**config.mk**
```make
export PLATFORM = sky130hd
export DESIGN_NAME = storage_target_payload_probe
export DESIGN_NICKNAME = d
export VERILOG_FILES = /design/src/rtl/stpp_pkg.sv /design/src/rtl/stpp_front.sv /design/src/rtl/stpp_back.sv /design/src/rtl/storage_target_payload_probe.sv
export SDC_FILE = /design/constraint.sdc
export NUM_CORES = 2
export LEC_CHECK = 0
export ABC_AREA = 1
export BUFFER_PORTS_ARGS = -buffer_cell sky130_fd_sc_hd__buf_2
export CAP_MARGIN = 40
export CORE_MARGIN = 8
export CORE_UTILIZATION = 40
export CTS_CLUSTER_DIAMETER = 200
export DETAILED_ROUTE_END_ITERATION = 12
export GPL_ROUTABILITY_DRIVEN = 0
export HOLD_SLACK_MARGIN = 0.12
export PLACE_DENSITY_LB_ADDON = 0.15
export SETUP_SLACK_MARGIN = 0.3
export SLEW_MARGIN = 30
export SYNTH_ARGS = -nofsm -noshare
export SYNTH_HDL_FRONTEND = slang
export SYNTH_SLANG_ARGS = --single-unit
```
**constraint.sdc**
```tcl
create_clock -name clk -period 10.49 [get_ports clk]
set_input_delay 0 -clock clk [delete_from_list [all_inputs] [get_ports clk]]
set_output_delay 0 -clock clk [all_outputs]
set_load 0.02 [all_outputs]
```
**src/rtl/stpp_pkg.sv**
```systemverilog
// ----------------------------------------------------------------------------
// stpp_pkg
// Shared types and constants of the storage target payload probe.
// ----------------------------------------------------------------------------
package stpp_pkg;

    localparam int TABLE_ENTRIES_DEF = 16;
    localparam logic [13:0] MTU_RESET = 14'd1500;
    localparam logic [13:0] MTU_CAP = 14'd9216;
    localparam logic [13:0] HDR_BYTES = 14'd36;
    localparam logic [7:0] CMD_ATA = 8'd0;
    localparam logic [7:0] CMD_QCFG = 8'd1;
    localparam logic REG_LOCAL_MAC = 1'b0;
    localparam logic REG_LINK_MTU = 1'b1;

    // One accepted header, as it travels from front to back.
    typedef struct packed {
        logic [7:0]  flags;
        logic [7:0]  command;
        logic [31:0] tag;
        logic [15:0] major;
        logic [7:0]  minor;
        logic [47:0] mac;
        logic [7:0]  sectors;
    } hdr_t;

    typedef enum logic [2:0] {
        ST_IDLE,
        ST_SEARCH,
        ST_DECIDE,
        ST_PROBE,
        ST_VERDICT
    } state_t;

endpackage

```
**src/rtl/stpp_front.sv**
```systemverilog
// ----------------------------------------------------------------------------
// stpp_front
// Input side: accepts header beats into a two-entry queue.
// ----------------------------------------------------------------------------
module stpp_front
(
    input  logic                 clk,
    input  logic                 rst_n,
    input  logic                 in_valid,
    output logic                 in_ready,
    input  stpp_pkg::hdr_t       in_hdr,
    output logic                 q_valid,
    input  logic                 q_pop,
    output stpp_pkg::hdr_t       q_hdr
);

    stpp_pkg::hdr_t mem_reg [2];
    logic       wp_reg, rp_reg;
    logic [1:0] cnt_reg;
    logic       push;

    assign in_ready = (cnt_reg != 2'd2);
    assign push     = in_valid && in_ready;
    assign q_valid  = (cnt_reg != 2'd0);
    assign q_hdr    = mem_reg[rp_reg];

    always_ff @(posedge clk)
    begin
        if (push)
        begin
            mem_reg[wp_reg] <= in_hdr;
        end
    end

    always_ff @(posedge clk or negedge rst_n)
    begin
        if (!rst_n)
        begin
            wp_reg  <= 1'b0;
            rp_reg  <= 1'b0;
            cnt_reg <= 2'd0;
        end
        else
        begin
            if (push)
            begin
                wp_reg <= ~wp_reg;
            end
            if (q_pop && q_valid)
            begin
                rp_reg <= ~rp_reg;
            end
            cnt_reg <= cnt_reg + {1'b0, push} - {1'b0, q_pop && q_valid};
        end
    end

endmodule

```
**src/rtl/stpp_back.sv**
```systemverilog
// ----------------------------------------------------------------------------
// stpp_back
// Table search, insert, ATA update and probe/verdict emission.
// ----------------------------------------------------------------------------
module stpp_back
#(
    parameter int TABLE_ENTRIES = stpp_pkg::TABLE_ENTRIES_DEF
)
(
    input  logic                 clk,
    input  logic                 rst_n,
    input  logic [13:0]          link_mtu,
    input  logic                 q_valid,
    output logic                 q_pop,
    input  stpp_pkg::hdr_t       q_hdr,
    output logic                 out_valid,
    input  logic                 out_ready,
    output logic [143:0]         out_data,
    output logic                 out_last
);

    localparam int IW = (TABLE_ENTRIES > 1) ? $clog2(TABLE_ENTRIES) : 1;
    localparam logic [IW:0] LAST_IDX = (IW + 1)'(TABLE_ENTRIES - 1);

    stpp_pkg::state_t state_reg, state_next;

    logic [TABLE_ENTRIES-1:0] valid_reg;
    logic [15:0] maj_reg [TABLE_ENTRIES];
    logic [7:0]  min_reg [TABLE_ENTRIES];
    logic [47:0] mac_reg [TABLE_ENTRIES];
    logic [14:0] id_reg  [TABLE_ENTRIES];
    logic [7:0]  sec_reg [TABLE_ENTRIES];
    logic [7:0]  max_reg [TABLE_ENTRIES];
    logic [14:0] next_id_reg;

    stpp_pkg::hdr_t h_reg;
    logic [IW:0]    idx_reg;
    logic           hit_reg, free_ok_reg;
    logic [IW-1:0]  hit_idx_reg, free_idx_reg;
    logic [13:0]    n_reg;
    logic [14:0]    pid_reg;

    // verdict fields worked out for the current header
    logic        v_useful_reg, v_full_reg;
    logic [7:0]  v_emax_reg, v_esec_reg;

    logic        o_valid_reg, o_probe_reg, o_useful_reg, o_full_reg, o_last_reg;
    logic [7:0]  o_emax_reg, o_esec_reg;
    logic [13:0] o_len_reg;
    logic [31:0] o_tag_reg;

    logic [IW-1:0] ix;
    logic          matches_now, pass;
    logic [13:0]   mtu_c, pay;
    logic [13:0]   n_start;
    logic          out_free;

    assign ix = idx_reg[IW-1:0];
    assign matches_now = valid_reg[ix] && maj_reg[ix] == h_reg.major
                         && min_reg[ix] == h_reg.minor && mac_reg[ix] == h_reg.mac;
    assign pass = (h_reg.flags[3:2] == 2'b10) && h_reg.tag[31];
    assign mtu_c = (link_mtu > stpp_pkg::MTU_CAP) ? stpp_pkg::MTU_CAP : link_mtu;
    assign pay = (mtu_c > stpp_pkg::HDR_BYTES) ? (mtu_c - stpp_pkg::HDR_BYTES) : 14'd0;
    assign n_start = {pay[13:9], 9'd0};
    assign out_free = !o_valid_reg || out_ready;

    assign out_valid = o_valid_reg;
    assign out_last  = o_last_reg;
    // fields from bit 0: is_probe, probe_dest_mac, probe_major, probe_minor,
    // probe_tag, probe_length, useful, table_full, entry_max_sectors, entry_sectors
    assign out_data = {7'd0, o_esec_reg, o_emax_reg, o_full_reg, o_useful_reg,
                       o_len_reg, o_tag_reg,
                       o_probe_reg ? h_reg.minor : 8'd0,
                       o_probe_reg ? h_reg.major : 16'd0,
                       o_probe_reg ? h_reg.mac : 48'd0, o_probe_reg};

    always_comb
    begin
        state_next = state_reg;
        q_pop = 1'b0;
        unique case (state_reg)
            stpp_pkg::ST_IDLE:
            begin
                if (q_valid)
                begin
                    q_pop = 1'b1;
                    state_next = stpp_pkg::ST_SEARCH;
                end
            end
            stpp_pkg::ST_SEARCH:
            begin
                if (idx_reg == LAST_IDX)
                begin
                    state_next = stpp_pkg::ST_DECIDE;
                end
            end
            stpp_pkg::ST_DECIDE:
            begin
                if (pass && h_reg.command == stpp_pkg::CMD_QCFG && !hit_reg
                    && free_ok_reg && n_start != 14'd0)
                begin
                    state_next = stpp_pkg::ST_PROBE;
                end
                else
                begin
                    state_next = stpp_pkg::ST_VERDICT;
                end
            end
            stpp_pkg::ST_PROBE:
            begin
                if (out_free && n_reg == 14'd512)
                begin
                    state_next = stpp_pkg::ST_VERDICT;
                end
            end
            stpp_pkg::ST_VERDICT:
            begin
                if (out_free)
                begin
                    state_next = stpp_pkg::ST_IDLE;
                end
            end
            default:
            begin
                state_next = stpp_pkg::ST_IDLE;
            end
        endcase
    end

    always_ff @(posedge clk or negedge rst_n)
    begin
        if (!rst_n)
        begin
            state_reg   <= stpp_pkg::ST_IDLE;
            valid_reg   <= '0;
            next_id_reg <= '0;
            o_valid_reg <= 1'b0;
        end
        else
        begin
            state_reg <= state_next;
            if (state_reg == stpp_pkg::ST_DECIDE && pass
                && h_reg.command == stpp_pkg::CMD_QCFG && !hit_reg && free_ok_reg)
            begin
                valid_reg[free_idx_reg] <= 1'b1;
                next_id_reg <= next_id_reg + 15'd1;
            end
            if ((state_reg == stpp_pkg::ST_PROBE || state_reg == stpp_pkg::ST_VERDICT)
                && out_free)
            begin
                o_valid_reg <= 1'b1;
            end
            else if (out_ready)
            begin
                o_valid_reg <= 1'b0;
            end
        end
    end

    always_ff @(posedge clk)
    begin
        unique case (state_reg)
            stpp_pkg::ST_IDLE:
            begin
                h_reg <= q_hdr;
                idx_reg <= '0;
                hit_reg <= 1'b0;
                free_ok_reg <= 1'b0;
                hit_idx_reg <= '0;
                free_idx_reg <= '0;
                v_useful_reg <= 1'b0;
                v_full_reg <= 1'b0;
                v_emax_reg <= 8'd0;
                v_esec_reg <= 8'd0;
            end
            stpp_pkg::ST_SEARCH:
            begin
                if (matches_now && !hit_reg)
                begin
                    hit_reg <= 1'b1;
                    hit_idx_reg <= ix;
                end
                if (!valid_reg[ix] && !free_ok_reg)
                begin
                    free_ok_reg <= 1'b1;
                    free_idx_reg <= ix;
                end
                idx_reg <= idx_reg + 1'b1;
            end
            stpp_pkg::ST_DECIDE:
            begin
                n_reg <= n_start;
                pid_reg <= next_id_reg;
                if (pass && h_reg.command == stpp_pkg::CMD_QCFG)
                begin
                    if (hit_reg)
                    begin
                        v_emax_reg <= max_reg[hit_idx_reg];
                        v_esec_reg <= sec_reg[hit_idx_reg];
                    end
                    else if (free_ok_reg)
                    begin
                        maj_reg[free_idx_reg] <= h_reg.major;
                        min_reg[free_idx_reg] <= h_reg.minor;
                        mac_reg[free_idx_reg] <= h_reg.mac;
                        id_reg[free_idx_reg]  <= next_id_reg;
                        sec_reg[free_idx_reg] <= h_reg.sectors;
                        max_reg[free_idx_reg] <= 8'd0;
                        v_useful_reg <= 1'b1;
                        v_esec_reg <= h_reg.sectors;
                    end
                    else
                    begin
                        v_full_reg <= 1'b1;
                    end
                end
                else if (pass && h_reg.command == stpp_pkg::CMD_ATA && hit_reg)
                begin
                    v_esec_reg <= sec_reg[hit_idx_reg];
                    if (h_reg.tag[30:16] == id_reg[hit_idx_reg])
                    begin
                        v_useful_reg <= 1'b1;
                        if (h_reg.tag[7:0] > max_reg[hit_idx_reg])
                        begin
                            max_reg[hit_idx_reg] <= h_reg.tag[7:0];
                            v_emax_reg <= h_reg.tag[7:0];
                        end
                        else
                        begin
                            v_emax_reg <= max_reg[hit_idx_reg];
                        end
                    end
                    else
                    begin
                        v_emax_reg <= max_reg[hit_idx_reg];
                    end
                end
            end
            stpp_pkg::ST_PROBE:
            begin
                // probe beats carry zero verdict fields
                if (out_free)
                begin
                    o_probe_reg <= 1'b1;
                    o_last_reg <= 1'b0;
                    o_tag_reg <= {1'b1, pid_reg, 11'd0, n_reg[13:9]};
                    o_len_reg <= n_reg + stpp_pkg::HDR_BYTES;
                    o_useful_reg <= 1'b0;
                    o_full_reg <= 1'b0;
                    o_emax_reg <= 8'd0;
                    o_esec_reg <= 8'd0;
                    n_reg <= n_reg - 14'd512;
                end
            end
            stpp_pkg::ST_VERDICT:
            begin
                if (out_free)
                begin
                    o_probe_reg <= 1'b0;
                    o_last_reg <= 1'b1;
                    o_tag_reg <= '0;
                    o_len_reg <= '0;
                    o_useful_reg <= v_useful_reg;
                    o_full_reg <= v_full_reg;
                    o_emax_reg <= v_emax_reg;
                    o_esec_reg <= v_esec_reg;
                end
            end
            default:
            begin
            end
        endcase
    end

endmodule

```
**src/rtl/storage_target_payload_probe.sv**
```systemverilog
// A header enters the queue, then the table is scanned entry by entry
// and a decision made before the first result beat; one result beat per cycle
// after, while m_axis_tready is high. The sequential table scan handles one
// header at a time: the next leaves the queue once the last verdict is issued.
// Reset (rst_n, asynchronous): table emptied, id counter 0, MTU 1500, MAC 0.
// ----------------------------------------------------------------------------
// storage_target_payload_probe
// Tracks storage targets from response headers and requests MTU probe frames.
// ----------------------------------------------------------------------------
module storage_target_payload_probe
#(
    parameter int TABLE_ENTRIES = stpp_pkg::TABLE_ENTRIES_DEF
)
(
    input  logic         clk,
    input  logic         rst_n,
    input  logic         s_axis_tvalid,
    output logic         s_axis_tready,
    // from bit 0: frame_flags, frame_command, frame_tag, shelf_major,
    // slot_minor, source_mac, sector_count
    input  logic [127:0] s_axis_tdata,
    output logic         m_axis_tvalid,
    input  logic         m_axis_tready,
    // from bit 0: is_probe, probe_dest_mac, probe_major, probe_minor, probe_tag,
    // probe_length, useful, table_full, entry_max_sectors, entry_sectors
    output logic [143:0] m_axis_tdata,
    output logic         m_axis_tlast,
    input  logic         cfg_we,
    input  logic         cfg_index,
    input  logic [47:0]  cfg_data
);

    // Station address is held but no result field carries it.
    logic [47:0] local_mac_reg;
    logic [13:0] link_mtu_reg;
    stpp_pkg::hdr_t in_hdr, q_hdr;
    logic q_valid, q_pop;

    always_ff @(posedge clk or negedge rst_n)
    begin
        if (!rst_n)
        begin
            local_mac_reg <= '0;
            link_mtu_reg  <= stpp_pkg::MTU_RESET;
        end
        else if (cfg_we)
        begin
            unique case (cfg_index)
                stpp_pkg::REG_LOCAL_MAC: local_mac_reg <= cfg_data;
                stpp_pkg::REG_LINK_MTU:  link_mtu_reg  <= cfg_data[13:0];
                default: ;
            endcase
        end
    end

    assign in_hdr.flags   = s_axis_tdata[7:0];
    assign in_hdr.command = s_axis_tdata[15:8];
    assign in_hdr.tag     = s_axis_tdata[47:16];
    assign in_hdr.major   = s_axis_tdata[63:48];
    assign in_hdr.minor   = s_axis_tdata[71:64];
    assign in_hdr.mac     = s_axis_tdata[119:72];
    assign in_hdr.sectors = s_axis_tdata[127:120];

    stpp_front u_front
    (
        .clk      (clk),
        .rst_n    (rst_n),
        .in_valid (s_axis_tvalid),
        .in_ready (s_axis_tready),
        .in_hdr   (in_hdr),
        .q_valid  (q_valid),
        .q_pop    (q_pop),
        .q_hdr    (q_hdr)
    );

    stpp_back #(.TABLE_ENTRIES(TABLE_ENTRIES)) u_back
    (
        .clk       (clk),
        .rst_n     (rst_n),
        .link_mtu  (link_mtu_reg),
        .q_valid   (q_valid),
        .q_pop     (q_pop),
        .q_hdr     (q_hdr),
        .out_valid (m_axis_tvalid),
        .out_ready (m_axis_tready),
        .out_data  (m_axis_tdata),
        .out_last  (m_axis_tlast)
    );

endmodule
```
[Yosys cells after proc, flatten, opt, wreduce, memory -nomap -nowiden]
Memories as Yosys holds them, arrays and structs flattened. A register that Yosys moved wholly into a read port is not among the register bits.
Cells that the tools add are included.
Storage, ports and cells
  input bits: 182
  logic and storage cells: 218
  bits in registers: 181
  memories: 7
  RAM bits: 1904
Memories
  u_back.mac_reg: depth 16, bits a word 48, rd ports 1, clocked after memory_dff 1, write ports 1, RTL line stpp_back.sv:30  | logic [47:0] mac_reg [TABLE_ENTRIES];
  u_back.maj_reg: depth 16, bits a word 16, rd ports 1, clocked after memory_dff 1, write ports 1, RTL line stpp_back.sv:28  | logic [15:0] maj_reg [TABLE_ENTRIES];
  u_front.mem_reg: depth 2, bits a word 128, rd ports 1, clocked after memory_dff 1, write ports 1, RTL line stpp_front.sv:17  | stpp_pkg::hdr_t mem_reg [2];
  u_back.id_reg: depth 16, bits a word 15, rd ports 1, clocked after memory_dff 1, write ports 1, RTL line stpp_back.sv:31  | logic [14:0] id_reg [TABLE_ENTRIES];
  u_back.max_reg: depth 16, bits a word 8, rd ports 1, clocked after memory_dff 1, write ports 1, RTL line stpp_back.sv:33  | logic [7:0] max_reg [TABLE_ENTRIES];
  u_back.min_reg: depth 16, bits a word 8, rd ports 1, clocked after memory_dff 1, write ports 1, RTL line stpp_back.sv:29  | logic [7:0] min_reg [TABLE_ENTRIES];
  +1 memories
Operators by class
  bitwise gates (word level): 3
  equality and inequality tests: 29
  muxes and demuxes: 92
  order comparisons: 6
  $add $sub $neg: 7
  reduce and logical (&&, ||, !) cells: 47
Operators by type and width (count)
  8-bit two-way mux: 14
  14-bit two-way mux: 5
  32-bit two-way mux: 2
  32-bit one-hot mux with 2 select lines: 1
  8-bit one-hot mux with 2 select lines: 4
  14-bit one-hot mux with 2 select lines: 2
  48-bit equality test: 1
  48-bit two-way mux: 1
  4-bit two-way mux: 9
  1-bit two-way mux: 34
  1-bit logical AND: 21
  16-bit equality test: 1
  16-bit two-way mux: 1
  16-bit bitwise OR: 1
  1-bit one-hot mux with 2 select lines: 8
  4-bit one-hot mux with 2 select lines: 2
  15-bit by 1-bit adder with 15-bit output (second input constant): 1
  15-bit equality test: 1
  3-bit two-way mux: 5
  3-bit one-hot mux with 5 select lines: 1
  14-bit by 6-bit adder with 14-bit output (second input constant): 1
  14-bit by 10-bit equality test with 1-bit output (second input constant): 1
  14-bit > comparator (second input constant): 1
  14-bit by 6-bit > comparator with 1-bit output (second input constant): 1
  35 further kinds: 65

[Longest topological paths before layout]
  depth in word-level cells: 10
  depth in mapped cells: 24
  depth with buffers taken out: 19

[By module]
From an unflattened synthesis, not the netlist that was laid out.
Unflattened totals
  cells, all modules: 7166
  area, all modules: 87624.0 um^2
Modules (own cells, without submodules)
  stpp_back: area each 77535.6 um^2, cells each 6406, sequential area each 56769.4 um^2, times used 1
  stpp_front: area each 9524.1 um^2, cells each 700, sequential area each 7787.5 um^2, times used 1
  storage_target_payload_probe: area each 564.3 um^2, cells each 60, sequential area each 359.1 um^2, times used 1

[Worst setup path after synthesis]
OpenSTA, ideal clock, no wires.
  kind: flip-flop to flip-flop
  start: register u_back.state_reg[0]
  end: register u_front.cnt_reg[1]
  setup slack: 2082 ps
  data arrival time: 8329 ps
  required time: 10411 ps
  path buffers: 0
  stages on the path, launching flop included: 11
  library setup time: 79 ps
  path through: dfrtp_1 -> nor2_1 -> inv_1 -> nor2_1 -> clkinv_1 -> a21oi_1 -> ha_1 -> inv_1 -> ha_1 -> xnor2_1 -> xor2_1
Between the ends
  word-level cells in the longest chain between the ends: 4
RTL lines
  start, declared: RTL line stpp_back.sv:25  | stpp_pkg::state_t state_reg, state_next;
  start signal, assigned: RTL line stpp_back.sv:134  | state_reg <= stpp_pkg::ST_IDLE;
  start signal, assigned: RTL line stpp_back.sv:141  | state_reg <= state_next;
  3-bit zero test: RTL line stpp_back.sv:81  | unique case (state_reg)
  1-bit two-way mux: RTL line stpp_back.sv:81
  1-bit logical AND: RTL line stpp_front.sv:53  | cnt_reg <= cnt_reg + {1'b0, push} - {1'b0, q_pop && q_valid};
  2-bit by 1-bit subtractor with 2-bit output: RTL line stpp_front.sv:53
  end signal, assigned: RTL line stpp_front.sv:53
  end, declared: RTL line stpp_front.sv:19  | logic [1:0] cnt_reg;
No other way between the ends.
A chain may end at the register's enable or synchronous reset.

==> results.py <==
metrics = {
    "synthesis": {
        "ys_async_sr_fraction": 0.0247,
        "synth.avg_cell_area_sq_um": 11.9,
        "synth_mux_area_frac": 0.0154,
        "synth_edf_count": 2084,
        "synth_simple_gate_area_frac": 0.157,
        "synth_xor_xnor_area_share": 0.00230,
        "synth_compound_area_frac": 0.0440,
        "synth_top_family_by_area": "simple AND/OR/NAND/NOR gates",
        "synth_area_sq_mm": 0.0877,
        "yosysWarningCount": 0,
        "netlist_instances": 7358,
        "ys_types": 46,
        "synth_seq_cells": 2145,
        "ys.flop_type": "edfxtp_1",
        "synth_area_leaders": "edfxtp_1 71%, nand2_1 7.7%, nand3_1 4.2%",
        "synth_adder_area_share": 0.00214,
        "ys_seq_area_frac": 0.730,
        "synth_top_area_frac": 0.713,
        "yosys.area.top_type": "edfxtp_1",
    },
    "cts": {
        "clockBufferDepth": 3,
        "clkLatencyLatePin_ns": 0.87,
        "clk_pin_slew_ns": 0.06,
        "cts-root-buf": "clkbuf_16",
        "tritoncts": "built",
        "htreeDepth": 4,
        "postCtsSetupRepairBufs": 0,
        "cts_buffers": 226,
        "cts.sinks": 2145,
    },
    "worst_setup_path": {
        "path_depth": 19,
        "r2r_slack_ns": 4.98,
        "worstPathArrival_ns": 5.98,
        "crit_end": "u_back.max_reg[15][7]",
        "worstPathMaxFanout": 64,
        "critPathSlowestCell": "dfxtp_4",
        "critical_path_class": "reg -> reg",
        "critPathMaxStageDelay_ns": 0.65,
        "cp_common_cell": "nand2_1",
        "r2r_cells": 19,
        "endpoint_kind": "flop",
        "cp_data_required_time_ns": 10.96,
        "start_kind": "flop",
        "crit_chain": "buf_4 > o21ai_0 > o221ai_1 > o211ai_1 > nand2_1 > inv_1 > ha_1 > a21oi_1 > o21ai_0 > nand2_1 > o211ai_1 > nand2_1 > nor4_2 > nand3_2 > nand2_1 > inv_1 > nor2_1 > nand2_1 > nor2_1",
        "critical-path-top-delay-family": "simple AND/OR/NAND/NOR gates",
        "rr_endpoint": "u_back.max_reg[15][7]",
        "cp.buffers_inverters": 3,
    },
    "placed_design": {
        "dp_cells": 10200,
        "dpl_worst_slack_ns": 4.83,
        "dp_hpwl_mm": 127,
        "placedInstanceArea_sq_mm": 0.0925,
        "io_buffers": 255,
    },
    "global_route": {
        "use_met1": 0.272,
        "use_met3": 0.0290,
        "antenna_found_initial": 10,
        "grt_usage": 0.199,
        "met2_usage": 0.337,
        "grt_max_degree": 163,
        "grt_pass1_vias": 54900,
        "top_usage_layer": "met2",
        "grt_pass1_wl_mm": 356,
        "grt_overflow": 0,
    },
    "sta": {
        "setup_viol": 0,
        "drv_slew": 0,
        "hold_violations": 0,
        "min_period_over_period": 0.525,
        "setup_tns_ns": 0,
        "period_needed_ns": 5.51,
        "skew_ns": 0.0429,
        "slew_headroom": 0.377,
        "rsz0062_at_grt": "no",
        "fmax_mhz": 182,
        "setup_slack_ns": 4.98,
        "worstMarginPinSlew_ns": 0.935,
    },
    "die": {
        "row_count": 172,
        "start_util": 0.401,
        "die-height_microns": 484,
        "fp.dieW_microns": 484,
        "io_pins": 329,
        "core_sq_mm": 0.219,
        "die-area_sq_mm": 0.235,
    },
    "flow_run": {
        "max_cap_violations": 0,
    },
    "power": {
        "vdd_drop_max_mv": 0.231,
        "p_per_area_mw_per_mm2": 259,
        "power.leakage_uw": 0.0388,
    },
    "finish": {
        "fin_util": 0.468,
        "mostFrequentLayoutCell": "edfxtp_1",
        "final_cells": 11000,
        "drive_gt1_frac": 0.112,
        "fillers": 19500,
        "nets": 8094,
        "final_cell_area_sq_mm": 0.103,
        "final_cell_mix": "2084 x edfxtp_1, 1811 x nand2_1, 744 x nand3_1",
        "largest_reg_flops": 768,
        "area_delta_synth_final_pct": 16.9,
    },
    "routing": {
        "viasPerCell": 5.07,
        "vias": 55600,
        "drc": 0,
        "wirelength_mm": 241,
        "dr.pass1.iters": 6,
        "drt_iter0_drc": 4974,
        "ant_nets": 0,
        "wl_per_cell_microns": 22.0,
    },
    "run_status": {
        "status": "finished, final reports clean",
    },
    "min_path": {
        "whs_path_depth": 6,
        "holdCritStartpoint": "s_axis_tvalid",
        "hold_path_class": "in -> reg",
    },
}
-- how the worst min path moves through the flow --
stage	endpoint	slack [ns]
detailed placement	u_front.mem_reg[0][69]	0.19
global placement	link_mtu_reg[0]	0.18
global route	u_front.cnt_reg[0]	0.24
CTS	u_front.wp_reg	0.15
floorplan	link_mtu_reg[0]	-0.30
finish	u_front.wp_reg	0.21
-- final cells by class --
class,instances,area (sq um),share of cell area
repair buffers,696,5940,0.0579
well taps,2871,3590,0.0350
clock inverters,95,762,0.00743
diodes,8,20.0,0.000195
inverters,624,2370,0.0232
flip-flops and latches,2145,64100,0.625
clock buffers,316,6110,0.0596
multi-input cells,4204,19600,0.191
-- stage by stage --
stage | hold WS, ns | power, uW
2_1_floorplan | -0.296 | 16200
4_1_cts | 0.150 | 26800
5_1_grt | 0.236 | 27900
3_3_place_gp | 0.183 | 18900
6_report | 0.211 | 26500
3_5_place_dp | 0.191 | 19100
-- power breakdown --
group	total (uW)	internal, uW	switching (uW)	leakage [uW]
registers	11900	11000	865	0.0193
logic	7120	2100	5020	0.0161
clock network	7510	4200	3310	0.00334
total	26500	17300	9190	0.0388
-- per-layer routing --
metal  vias up  routed length [microns]
met2      1397                   117000
met4         2                     4650
li1      26400                        -
met1     27500                   106000
met3       319                    12700
met5         -                       13
-- timing repair --
action                                 4_1_cts  5_1_grt
endpoints found under the hold margin      470        0
hold buffers                               283        0
resized for setup                            0        0
-- cell families after synthesis --
kind of cell    after synthesis
xor+xnor                     23
flops                      2145
fa+ha+maj                    15
simple gates               3364
mux                         120
buf+inv                    1033
compound gates              657
other cells                   1
-- synthesized netlist by cell type, types with 2 or more instances --
| cell type | instances |
|---|---|
| edfxtp_1 | 2084 |
| nand2_1 | 1811 |
| nor2_1 | 747 |
| nand3_1 | 744 |
| inv_1 | 615 |
| o21ai_0 | 387 |
| buf_2 | 158 |
| clkbuf_1 | 145 |
| o211ai_1 | 140 |
| mux2_2 | 120 |
| buf_4 | 55 |
| buf_1 | 50 |
| o221ai_1 | 49 |
| dfrtp_1 | 46 |
| a21oi_1 | 42 |
| o22ai_1 | 16 |
| or2_2 | 16 |
| ha_1 | 15 |
| nand4_1 | 15 |
| o21ai_1 | 14 |
| xnor2_1 | 13 |
| xor2_1 | 10 |
| dfxtp_1 | 8 |
| inv_2 | 8 |
| nand3b_1 | 8 |
| dfstp_2 | 7 |
| nor3_1 | 7 |
| nand2_2 | 5 |
| o21bai_1 | 3 |
| a211oi_1 | 2 |
| a31oi_1 | 2 |
| or2_0 | 2 |
-- worst reg2reg max path, stage by stage, from the launching register on --
cell and delay, ns:
dfxtp_4 0.65, buf_4 0.64, o21ai_0 0.22, o221ai_1 0.29, o211ai_1 0.22, nand2_1 0.17
inv_1 0.06, ha_1 0.29, a21oi_1 0.06, o21ai_0 0.16, nand2_1 0.08, o211ai_1 0.11
nand2_1 0.15, nor4_2 0.39, nand3_2 0.40, nand2_1 0.28, inv_1 0.06, nor2_1 0.13
nand2_1 0.14, nor2_1 0.63
Note: power is estimated with default switching activity, not from simulation.
